<file path="src/hw/rtl/fmpc_pkg.sv">
// Shared types, constants and helper functions of the first-match rule classifier.
`default_nettype none

package fmpc_pkg;

	localparam int RULE_ENTRIES = 64;
	localparam int IDX_W = (RULE_ENTRIES > 1) ? $clog2(RULE_ENTRIES) : 1;
	localparam int CNT_W = $clog2(RULE_ENTRIES + 1);

	localparam logic [1:0] OP_RESET    = 2'd0;
	localparam logic [1:0] OP_INSERT   = 2'd1;
	localparam logic [1:0] OP_CLASSIFY = 2'd2;

	localparam logic [1:0] STATUS_OK      = 2'd0;
	localparam logic [1:0] STATUS_NOMATCH = 2'd1;
	localparam logic [1:0] STATUS_FULL    = 2'd2;
	localparam logic [1:0] STATUS_INVALID = 2'd3;

	localparam logic [7:0] PROTO_ICMP  = 8'd1;
	localparam logic [7:0] PROTO_TCP   = 8'd6;
	localparam logic [7:0] PROTO_UDP   = 8'd17;
	localparam logic [7:0] PROTO_OTHER = 8'd255;
	localparam logic [7:0] PROTO_ANY   = 8'd143;

	localparam logic [15:0] PORT_ANY   = 16'd0;
	localparam logic [15:0] PORT_ABOVE = 16'd1023;
	localparam logic [5:0]  PREFIX_MAX = 6'd32;

	typedef struct packed {
		logic [1:0]  dir;
		logic [7:0]  proto;
		logic [31:0] src_addr;
		logic [31:0] dst_addr;
		logic [15:0] sport;
		logic [15:0] dport;
		logic [1:0]  ack;
	} pkt_t;

	// Address fields are stored already masked by their prefix.
	typedef struct packed {
		logic [31:0] src_addr;
		logic [31:0] dst_addr;
		logic [31:0] src_mask;
		logic [31:0] dst_mask;
		logic [15:0] sport;
		logic [15:0] dport;
		logic        action;
		logic [1:0]  ack;
		logic [7:0]  proto;
		logic [1:0]  dir;
	} rule_t;

	typedef struct packed {
		logic             valid;
		logic             found;
		logic [IDX_W-1:0] index;
		logic             verdict;
	} tok_t;

	// Top len bits set; a length of zero gives an empty mask.
	function automatic logic [31:0] prefix_mask(input logic [5:0] len);
		prefix_mask = ~(32'hFFFF_FFFF >> len);
	endfunction

	function automatic logic port_ok(input logic [15:0] rule_port,
	                                 input logic [15:0] pkt_port);
		if (rule_port == PORT_ANY) begin
			port_ok = 1'b1;
		end else if (rule_port == PORT_ABOVE) begin
			port_ok = pkt_port > PORT_ABOVE;
		end else begin
			port_ok = pkt_port == rule_port;
		end
	endfunction

endpackage

`default_nettype wire

</file>
<file path="src/hw/rtl/fmpc_cell.sv">
// One rule cell: holds a single rule and passes the search token on to its neighbor.
`default_nettype none

module fmpc_cell (
	input  wire logic                     clk,
	input  wire logic                     arst_n,
	input  wire logic                     wr_en,
	input  wire fmpc_pkg::rule_t          wr_rule,
	input  wire logic                     active,
	input  wire logic [fmpc_pkg::IDX_W-1:0] idx,
	input  wire fmpc_pkg::pkt_t           pkt,
	input  wire fmpc_pkg::tok_t           tok_in,
	output fmpc_pkg::tok_t                tok_out
);

	fmpc_pkg::rule_t             rule_q;
	logic                        tok_valid_q;
	logic                        tok_found_q;
	logic [fmpc_pkg::IDX_W-1:0]  tok_index_q;
	logic                        tok_verdict_q;
	logic                        hit;
	logic                        l4;

	always_ff @(posedge clk) begin
		if (wr_en) begin
			rule_q <= wr_rule;
		end
	end

	always_comb begin
		l4  = (pkt.proto == fmpc_pkg::PROTO_TCP) || (pkt.proto == fmpc_pkg::PROTO_UDP);
		hit = active;
		if ((pkt.dir & rule_q.dir) == 2'b00) begin
			hit = 1'b0;
		end
		if ((rule_q.proto != fmpc_pkg::PROTO_ANY) && (rule_q.proto != pkt.proto)) begin
			hit = 1'b0;
		end
		if ((pkt.src_addr & rule_q.src_mask) != rule_q.src_addr) begin
			hit = 1'b0;
		end
		if ((pkt.dst_addr & rule_q.dst_mask) != rule_q.dst_addr) begin
			hit = 1'b0;
		end
		if (l4 && !(fmpc_pkg::port_ok(rule_q.sport, pkt.sport) &&
		            fmpc_pkg::port_ok(rule_q.dport, pkt.dport))) begin
			hit = 1'b0;
		end
		if ((pkt.proto == fmpc_pkg::PROTO_TCP) && ((pkt.ack & rule_q.ack) == 2'b00)) begin
			hit = 1'b0;
		end
	end

	always_ff @(posedge clk or negedge arst_n) begin
		if (!arst_n) begin
			tok_valid_q <= 1'b0;
		end else begin
			tok_valid_q <= tok_in.valid;
		end
	end

	// The first hit along the chain wins; later cells only forward it.
	always_ff @(posedge clk) begin
		if (tok_in.valid && !tok_in.found && hit) begin
			tok_found_q   <= 1'b1;
			tok_index_q   <= idx;
			tok_verdict_q <= rule_q.action;
		end else begin
			tok_found_q   <= tok_in.found;
			tok_index_q   <= tok_in.index;
			tok_verdict_q <= tok_in.verdict;
		end
	end

	always_comb begin
		tok_out.valid   = tok_valid_q;
		tok_out.found   = tok_found_q;
		tok_out.index   = tok_index_q;
		tok_out.verdict = tok_verdict_q;
	end

endmodule

`default_nettype wire

</file>
<file path="config.mk">
export PLATFORM = sky130hd
export DESIGN_NAME = fmpc_cell
export DESIGN_NICKNAME = d
export VERILOG_FILES = /design/src/hw/rtl/fmpc_pkg.sv /design/src/hw/rtl/fmpc_cell.sv
export SDC_FILE = /design/constraint.sdc
export NUM_CORES = 1
export LEC_CHECK = 0
export ABC_AREA = 1
export BUFFER_PORTS_ARGS = -buffer_cell sky130_fd_sc_hd__buf_2
export CORE_MARGIN = 8
export CORE_UTILIZATION = 38
export CTS_CLUSTER_DIAMETER = 50
export DETAILED_ROUTE_END_ITERATION = 10
export GPL_TIMING_DRIVEN = 0
export HOLD_SLACK_MARGIN = 0.08
export PLACE_DENSITY = 0.66
export SLEW_MARGIN = 15
export SYNTH_ARGS = -nofsm -noshare
export SYNTH_HDL_FRONTEND = slang
export SYNTH_SLANG_ARGS = --single-unit
</file>
<file path="constraint.sdc">
create_clock -name clk -period 2 [get_ports clk]
set_clock_uncertainty 0.2 [all_clocks]
set_input_delay 0.4 -clock clk [delete_from_list [all_inputs] [get_ports clk]]
set_output_delay 0.4 -clock clk [all_outputs]
set_load 0.02 [all_outputs]
</file>
* Word-level counts from Yosys, hierarchy flattened *
Cells that the tools add are included.

storage, ports and cells
  flip-flop bits (word level) = 182
  input port bits = 300
  output and inout bits = 9
  logic and storage cells = 55

cells by class
  $lt $le $gt $ge = 2
  equal/unequal tests = 10
  muxes and demuxes = 12
  bitwise operators = 4
  reduce and logical (&&, ||, !) cells = 13

operator list
  operator                                               number
  AND 32 bit                                             2
  inequality test 32 bit                                 2
  == test 16 x 10 -> 1 bit (second input constant)       2
  == test 16 bit                                         2
  > comparator 16 x 10 -> 1 bit (second input constant)  2
  logical NOT 16 bit                                     2
  two-way mux 1 bit                                      11
  == test 8 x 3 -> 1 bit (second input constant)         1
  == test 8 x 5 -> 1 bit (second input constant)         1
  inequality test 8 bit                                  1
  inequality test 8 bit (second input constant)          1
  logical AND 1 bit                                      6
  two-way mux 6 bit                                      1
  AND 2 bit                                              2
  logical NOT 2 bit                                      2
  logical NOT 1 bit                                      2
  logical OR 1 bit                                       1

* Logic depth before layout (Yosys ltp) *
Gate-level depths: netlist (run 1).

  depth in word-level cells = 10
  gate-level depth with buffers = 13
  mapped depth without buffers = 13

* Worst setup path after synthesis (run 1) *
OpenSTA, ideal clock, no wires.

  path type = register to register
  start point = register rule_q[20] in the netlist's numbering
  end point = register tok_index_q[0] in the netlist's numbering
  setup time = 112 ps
  arrival time = 1359 ps
  data required time = 1688 ps
  setup slack = 329 ps
  stages on the path, launching flop included = 12
  path buffers = 0
  clock period less this slack = 1671 ps
  path through = edfxtp_1 or2_0 nor3_1 nand2_1 nand2_1 inv_1 o21ai_0 nand2_1 nand2_2 nand2_4 nand2_1 nand2_1

on the way
  cells in the longest elaborated chain, start to end = 10
  elaborated cells between the ends (all ways) = 12
  classes of those cells = eq/ne: 2; mux: 5; reduce/logical: 5

ends and longest elaborated chain
  item                                                        RTL line                        source
  from (decl)                                                 fmpc_cell.sv:16                 fmpc_pkg::rule_t rule_q;
  from (signal assigned)                                      fmpc_cell.sv:26                 rule_q <= wr_rule;
  == test 16 bit or == test 16 x 10 -> 1 bit (tied branches)  fmpc_pkg.sv:72, fmpc_pkg.sv:69
  two-way mux 1 bit                                           fmpc_pkg.sv:69                  end else if (rule_port == PORT_ABOVE) begin
  two-way mux 1 bit *                                         fmpc_pkg.sv:67                  if (rule_port == PORT_ANY) begin
  logical AND 1 bit *                                         fmpc_cell.sv:45                 if (l4 && !(fmpc_pkg::port_ok(rule_q.sport, pkt.sport) &&
  logical NOT 1 bit *                                         fmpc_cell.sv:45
  logical AND 1 bit *                                         fmpc_cell.sv:45
  two-way mux 1 bit *                                         fmpc_cell.sv:45
  two-way mux 1 bit *                                         fmpc_cell.sv:49                 if ((pkt.proto == fmpc_pkg::PROTO_TCP) && ((pkt.ack & rule_q.ack) == 2'b00)) begin
  logical AND 1 bit *                                         fmpc_cell.sv:64                 if (tok_in.valid && !tok_in.found && hit) begin
  two-way mux 6 bit *                                         fmpc_cell.sv:64
  to (signal assigned)                                        fmpc_cell.sv:66                 tok_index_q <= idx;
  to (signal assigned)                                        fmpc_cell.sv:70                 tok_index_q <= tok_in.index;
  to (decl)                                                   fmpc_cell.sv:19                 logic [fmpc_pkg::IDX_W-1:0] tok_index_q;

Mark *: on every way between the ends. The rest lies on a longest branch, timed or not.
A chain may end at the register's enable or synchronous reset.

* Worst setup path after layout (run 1) *
  start point = register rule_q[59] in the netlist's numbering
  end point = register tok_found_q

on the way
  cells in the longest elaborated chain, start to end = 6

ends and longest elaborated chain
  item                    RTL line         source
  AND 32 bit              fmpc_cell.sv:42  if ((pkt.dst_addr & rule_q.dst_mask) != rule_q.dst_addr) begin
  inequality test 32 bit  fmpc_cell.sv:42
  two-way mux 1 bit       fmpc_cell.sv:42
  two-way mux 1 bit       fmpc_cell.sv:45
  two-way mux 1 bit       fmpc_cell.sv:49
  logical AND 1 bit       fmpc_cell.sv:64
  to (signal assigned)    fmpc_cell.sv:69  tok_found_q <= tok_in.found;
  to (decl)               fmpc_cell.sv:18  logic tok_found_q;

Every way passes these cells.

==> results of run 1 <==
==> sequential cells by signal, summed over array words and instances, names as in the netlist <==
register / flops
tok_found_q: 1
tok_verdict_q: 1
tok_index_q: 6
tok_valid_q: 1
rule_q: 173
==> synth_stat cells, drive strengths merged <==
cell type | number | share of area
buf | 3 | 0.0028
dfrtp | 1 | 0.0031
dfxtp | 8 | 0.020
edfxtp | 173 | 0.65
inv | 95 | 0.045
nand2 | 311 | 0.15
nand3 | 55 | 0.034
nand3b | 20 | 0.019
nand4 | 14 | 0.011
nor2 | 77 | 0.037
nor3 | 1 | 0.00063
nor4 | 1 | 0.00078
o21a | 1 | 0.00094
o21ai | 3 | 0.0019
or2 | 3 | 0.0023
xnor2 | 18 | 0.020
xor2 | 4 | 0.0044
==> critical path, stage by stage (launching register included) <==
cell and delay, ns:
edfxtp_1 0.42, nand3_1 0.10, nand2_1 0.07, inv_1 0.08
nand2_1 0.07, nor2_2 0.15, nand2_1 0.08, nor2_2 0.12
nand3_4 0.10, nor2_4 0.15, nand2_4 0.12, buf_4 0.15
nand2_1 0.04
==> power by group through the flow <==
stage          clock network [mW]  registers, mW  logic (mW)
2_1_floorplan                   0           4.71       0.387
3_3_place_gp                    0           4.74       0.836
6_report                     3.31           4.66        1.19
4_1_cts                      3.39           4.65        1.17
3_5_place_dp                    0           4.74       0.868
5_1_grt                      3.55           4.69        1.33
==> stage by stage <==
stage	total power, mW	cell area, um2	utilization	setup TNS, ns	instances
3_3_place_gp	5.573	9877	0.4743	-311.68	1371
6_report	9.162	12550	0.6025	0	1603
4_1_cts	9.209	12430	0.5969	0	1596
3_5_place_dp	5.604	9915	0.4761	-2.203	1372
5_1_grt	9.577	12550	0.6025	-0.03887	1603
2_1_floorplan	5.095	7991	-	0	788
==> cells in the final DEF (no fill, tap or decap) <==
cell,instances
buf_2,307
nand2_1,306
dlygate4sd3_1,190
edfxtp_1,173
inv_1,95
nor2_1,67
nand3_1,54
nand3b_1,20
xnor2_1,18
clkbuf_16,17
nand4_1,14
buf_4,10
nor2_2,8
dfxtp_1,8
inv_6,6
xor2_1,4
clkinv_8,4
nand2_2,3
or2_2,2
nor2_4,2
o21ai_2,2
nand2_4,2
inv_8,2
o21ai_0,1
nand3_4,1
or2_0,1
nor3_1,1
nor4_1,1
o21a_1,1
clkinv_4,1
clkinvlp_4,1
clkbuf_1,1
buf_8,1
buf_16,1
buf_6,1
buf_12,1
dfrtp_1,1
==> kinds of logic (layout without fill, tap and decap cells) <==
family | count (synthesis) | after routing | share of synthesized area
DFF | 182 | 182 | 0.6732
AOI/OAI and AO/OA | 4 | 4 | 0.002818
buffers and inverters | 98 | 638 | 0.04744
xor gates and xnor gates | 22 | 22 | 0.02411
and+or+nand+nor | 482 | 482 | 0.2524
==> timing repair <==
| item | in CTS | in global routing |
|---|---|---|
| hold buffers | 190 | 0 |
| endpoints found under the hold margin | 183 | 0 |
| gates cloned | 0 | 0 |
| setup buffers | 2 | 7 |
| endpoints found under the setup margin | 8 | 8 |
| resized for setup | 4 | 17 |
| pin swaps | 1 | 11 |
==> how the worst min path moves through the flow <==
stage	from	to	cells past startpoint
after CTS	wr_en	rule_q[49]	1
final	wr_en	rule_q[49]	1
after global routing	wr_en	rule_q[67]	1
after floorplan	arst_n	tok_valid_q	0
after detailed placement	arst_n	tok_valid_q	1
after global placement	arst_n	tok_valid_q	1
==> metal layers <==
metal,routed length [um],GRT usage,part of all wire
met1,9084,0.1942,0.38
met2,12810,0.3363,0.54
met3,1454,0.05243,0.061
met4,587,0.06355,0.025
met5,0,0,0
==> layout make-up <==
type,count,area share
Timing Repair Buffer,508,0.2841
Sequential cell,182,0.4288
Clock inverter,14,0.01247
Buffer,3,0.001795
Tap cell,275,0.02743
Inverter,95,0.02842
Multi-Input combinational cell,508,0.1827
Clock buffer,18,0.03421
==> metrics.md, run 1 <==
| Metric | Value |
|---|---|
| IO Port Bufs | 308 |
| Vias in the first global route | 7491 |
| Clock share of power | 0.361 |
| WL/cell | 14.93 um |
| Mapped cell area | 7991 um2 |
| Die area | 25930 um2 |
| Crit path from | rule_q[59] |
| Clock root buffer | clkbuf_16 |
| Arr. time, crit path | 2.08 ns |
| # fillers | 1656 |
| Reg2Reg Depth | 12 |
| Worst setup path end | tok_found_q |
| Htree depth | 4 |
| Routability Congestion | 0.8635 |
| Vias post-DR | 7126 |
| Synthesis-stage register bit count | 182 |
| Post-Synthesis Cells | 788 |
| WHS | 0.2362 ns |
| Row cnt | 53 |
| R2r setup slk | 0.1 ns |
| Initial antenna violation count | 0 |
| Initial DRC Count | 335 |
| Fin. Hold Viols | 0 |
| Avg Inst Size Synth | 10.14 um2 |
| Outcome | finished, final reports clean |
| # DRC | 0 |
| Die Y-Extent | 161.0 um |
| NetSw | 2.302 mW |
| Max-slew headroom | 0.6097 |
| RR Startpoint | rule_q[59] |
| Initial core utilization | 0.3838 |
| Synthesis Warnings | 0 |
| Post-Route WL | 23940 um |
| Final Max Tran Viols | 0 |
| CTS Buf Count | 17 |
| N_diodes | 0 |
| Final #Nets | 1615 |
| VDD IR-drop max | 524.5 uV |
| Unique masters post-synth | 21 |
| Seq/Total Area, Yosys | 0.6732 |
| Crit share post-route | 0.9521 |
| CTS tree | done |
| Syn Nets | 1088 |
| CTS sink cnt | 182 |
| Multi-input gate area | 2292 um2 |
| Max_cap viols | 0 |
| CTS max path bufs | 2 |
| Min Tclk post-route | 1.904 ns |
| Antenna Nets Post-Route | 0 |
| Sequential cell area | 5380 um2 |
| Chip width | 161.0 um |
| Setup CP Type | reg2reg |
| Global-route wire length before repair | 37200 um |
| Sw frac | 0.2513 |
| Largest net degree at the start of global routing | 98 |
| PwrDens | 730.3 nW/um2 |
| Cell internal pwr | 6.860 mW |
| Share of cells above drive strength 1 | 0.2801 |
| Pre-CTS setup slack | -0.3225 ns |
| Maximum fanout along the worst path | 8 |
| Clock Latency Late Sink | 0.43 ns |
| Comb pwr share | 0.130 |
| I/O pin count | 309 |
| Final worst setup slack | 0.09576 ns |
| Max Freq | 525.1 MHz |
| Reg2Reg Capture Point | tok_found_q |
| Total core area | 20820 um2 |
| Avg Vias per Cell | 4.445 |
| Hold Crit Class | in2reg |
| Dpl hpwl | 16380 um |
| CTS clk-pin slew, worst paths | 0.08 ns |
| Area delta synth->final | 56.99% |
| Data required, critical path | 2.17 ns |
| Seq pwr share | 0.508 |
| Worst-Margin Slew | 0.5854 ns |
| Leak | 5.770 nW |
| CP Launch Type | flop |
| DRT Pass-1 Iters | 5 |
| Final setup fails | 0 |
| CP endpoint kind | flop |
| Tot GR Track Use | 0.1820 |
| Overflow after GRT | 0 |
Note: power is estimated with default switching activity, not from simulation.
==> run 2, diff against run 1 <==
Settings changed: RECOVER_POWER from default to 50.
==> run 2 against run 1 <==
  * Final area barely moved
  * Via count shrank 0.31%
  * Largest power group unchanged
  * Clock-buffer cell count did not move
  * Utilization about the same
  * Combinational power is essentially flat
  * Clock power about the same
  * Power about the same
  * Hold slack better by 0.037 ns
  * First-iteration DRC count rose by 1.2%
  * Critical endpoint is now rule_q[124]
  * Sequential power barely moved
  * Register-to-register slack is essentially flat
  * Final cell count is the same
==> metrics.md, run 2 (synthesis gave the netlist of run 1 again) <==
| Metric | Value |
|---|---|
| WHS | 0.2736 ns |
| CTS max path bufs | 2 |
| Largest net degree at the start of global routing | 98 |
| Clock Latency Late Sink | 0.43 ns |
| Cell internal pwr | 6.859 mW |
| Row cnt | 53 |
| # fillers | 1656 |
| Avg Vias per Cell | 4.432 |
| NetSw | 2.303 mW |
| Finished Cell Area | 12540 um2 |
| Max stage delay on crit path | 0.77 ns |
| Vias post-DR | 7104 |
| Antenna Nets Post-Route | 0 |
| Final #Nets | 1615 |
| Worst-Margin Slew | 1.042 ns |
| Initial DRC Count | 339 |
| Placed Area | 9915 um2 |
| Setup total negative slack | 0 ns |
| Fin. Hold Viols | 0 |
| Biggest regs | rule_q: 173 flops, tok_index_q: 6 flops |
| CTS Buf Count | 17 |
| Vias in the first global route | 7491 |
| Maximum fanout along the worst path | 97 |
| IO Port Bufs | 308 |
| Crit path from | wr_en |
| Htree depth | 4 |
| Most common cell after layout, fill and taps aside | nand2_1 |
| Multi-input gate area | 2292 um2 |
| Sw frac | 0.2514 |
| N_diodes | 0 |
| CP Launch Type | input pin |
| Post-Route WL | 23900 um |
| Die area | 25930 um2 |
| Share of cells above drive strength 1 | 0.2786 |
| Dpl hpwl | 16380 um |
| Data required, critical path | 1.86 ns |
| WP buf/inv | 2 |
| Max Freq | 526.0 MHz |
| Arr. time, crit path | 1.76 ns |
| Setup CP Type | in2reg |
| Max reg flops | 173 |
| PwrDens | 730.9 nW/um2 |
| Overflow after GRT | 0 |
| RR Startpoint | rule_q[59] |
| CTS clk-pin slew, worst paths | 0.07 ns |
| Min Tclk post-route | 1.901 ns |
| CP endpoint kind | flop |
| Global-route wire length before repair | 37200 um |
| Crit-path cells | clkbuf_4 > buf_16 |
| Chip width | 161.0 um |
| Top cell family by delay on the critical path | buffers and inverters |
| Hold Crit Class | reg2reg |
| Final Max Tran Viols | 0 |
| Commonest non-fill, non-tap cells in the layout | 306 x nand2_1, 305 x buf_2, 190 x dlygate4sd3_1, 173 x edfxtp_1, 95 x inv_1 |
| Leak | 5.762 nW |
| Outcome | finished, final reports clean |
| I/O pin count | 309 |
| Clock root buffer | clkbuf_16 |
| Total core area | 20820 um2 |
| # DRC | 0 |
| CTS sink cnt | 182 |
| Sequential cell area | 5380 um2 |
| Routability Congestion | 0.8635 |
| Die Y-Extent | 161.0 um |
| Comb pwr share | 0.130 |
| Hold_sp | rule_q[12] |
| Clock share of power | 0.362 |
| Tot GR Track Use | 0.1820 |
| DRT Pass-1 Iters | 5 |
| Max_cap viols | 0 |
| Initial core utilization | 0.3838 |
| Slowest CP cell | clkbuf_4 |
| Crit share post-route | 0.9506 |
| VDD IR-drop max | 525.6 uV |
| CTS tree | done |
| Top reg by flops | rule_q |
| Area delta synth->final | 56.87% |
| Initial antenna violation count | 0 |
| Seq pwr share | 0.509 |
| WL/cell | 14.91 um |
| Max-slew headroom | 0.3053 |
| Final setup fails | 0 |
run 2: changes by cell type in the layout (fill, tap and decap cells not counted):
cell,change
buf_2,-2
clkbuf_1,+2
buf_8,-1
clkbuf_4,+1
run 2: layer usage:
| layer | GRT usage | share of wire |
|---|---|---|
| met4 | 0.06355 | 0.026 |
| met1 | 0.1942 | 0.38 |
| met2 | 0.3363 | 0.53 |
| met3 | 0.05243 | 0.062 |
| met5 | 0 | 0 |
run 2: final timing paths:
check	slack [ns]	cells after the start	endpoint
hold reg to reg	0.27	2	tok_verdict_q
setup reg to reg	0.1	12	tok_found_q
min in group asynchronous	0.65	3	tok_valid_q
setup / recovery	0.1	2	rule_q[124]
hold / removal	0.27	2	tok_verdict_q
max in group asynchronous	0.83	3	tok_valid_q
run 2: final cells by class:
cell class                 instances  share of cell area
sequential                       182              0.4292
timing repair buffer             508              0.2836
multi-input combinational        508              0.1829
clock buffer                      18             0.03423
inverter                          95             0.02845
tap                              275             0.02745
clock inverter                    14             0.01248
buffer                             3            0.001797
run 2: repair_timing:
item,CTS,global route
endpoints found under the setup margin,8,8
pin swaps,1,11
setup buffers,2,7
resized for setup,4,17
hold buffers,190,0
hold endpoints to repair,183,0
run 2: power groups by stage:
stage | clock network [mW] | registers, mW | logic [mW]
4_1_cts | 3.39 | 4.65 | 1.17
3_3_place_gp | 0 | 4.74 | 0.836
5_1_grt | 3.55 | 4.70 | 1.33
2_1_floorplan | 0 | 4.71 | 0.387
6_report | 3.31 | 4.66 | 1.19
3_5_place_dp | 0 | 4.74 | 0.868
run 2: worst min-delay path, delay by kind of cell (launching register included):
family / cells / cell delay (ns)
flops: 1 / 0.32
simple gates: 2 / 0.13
run 2: through the flow:
step	total power [mW]	instances	setup slack [ns]	util
after detailed placement	5.604	1372	-0.3225	0.4761
after global placement	5.573	1371	-1.800	0.4743
final	9.162	1603	0.09880	0.6020
after floorplan	5.095	788	0.3291	-
after CTS	9.209	1596	0.02162	0.5969
after global routing	9.576	1603	-0.01435	0.6020
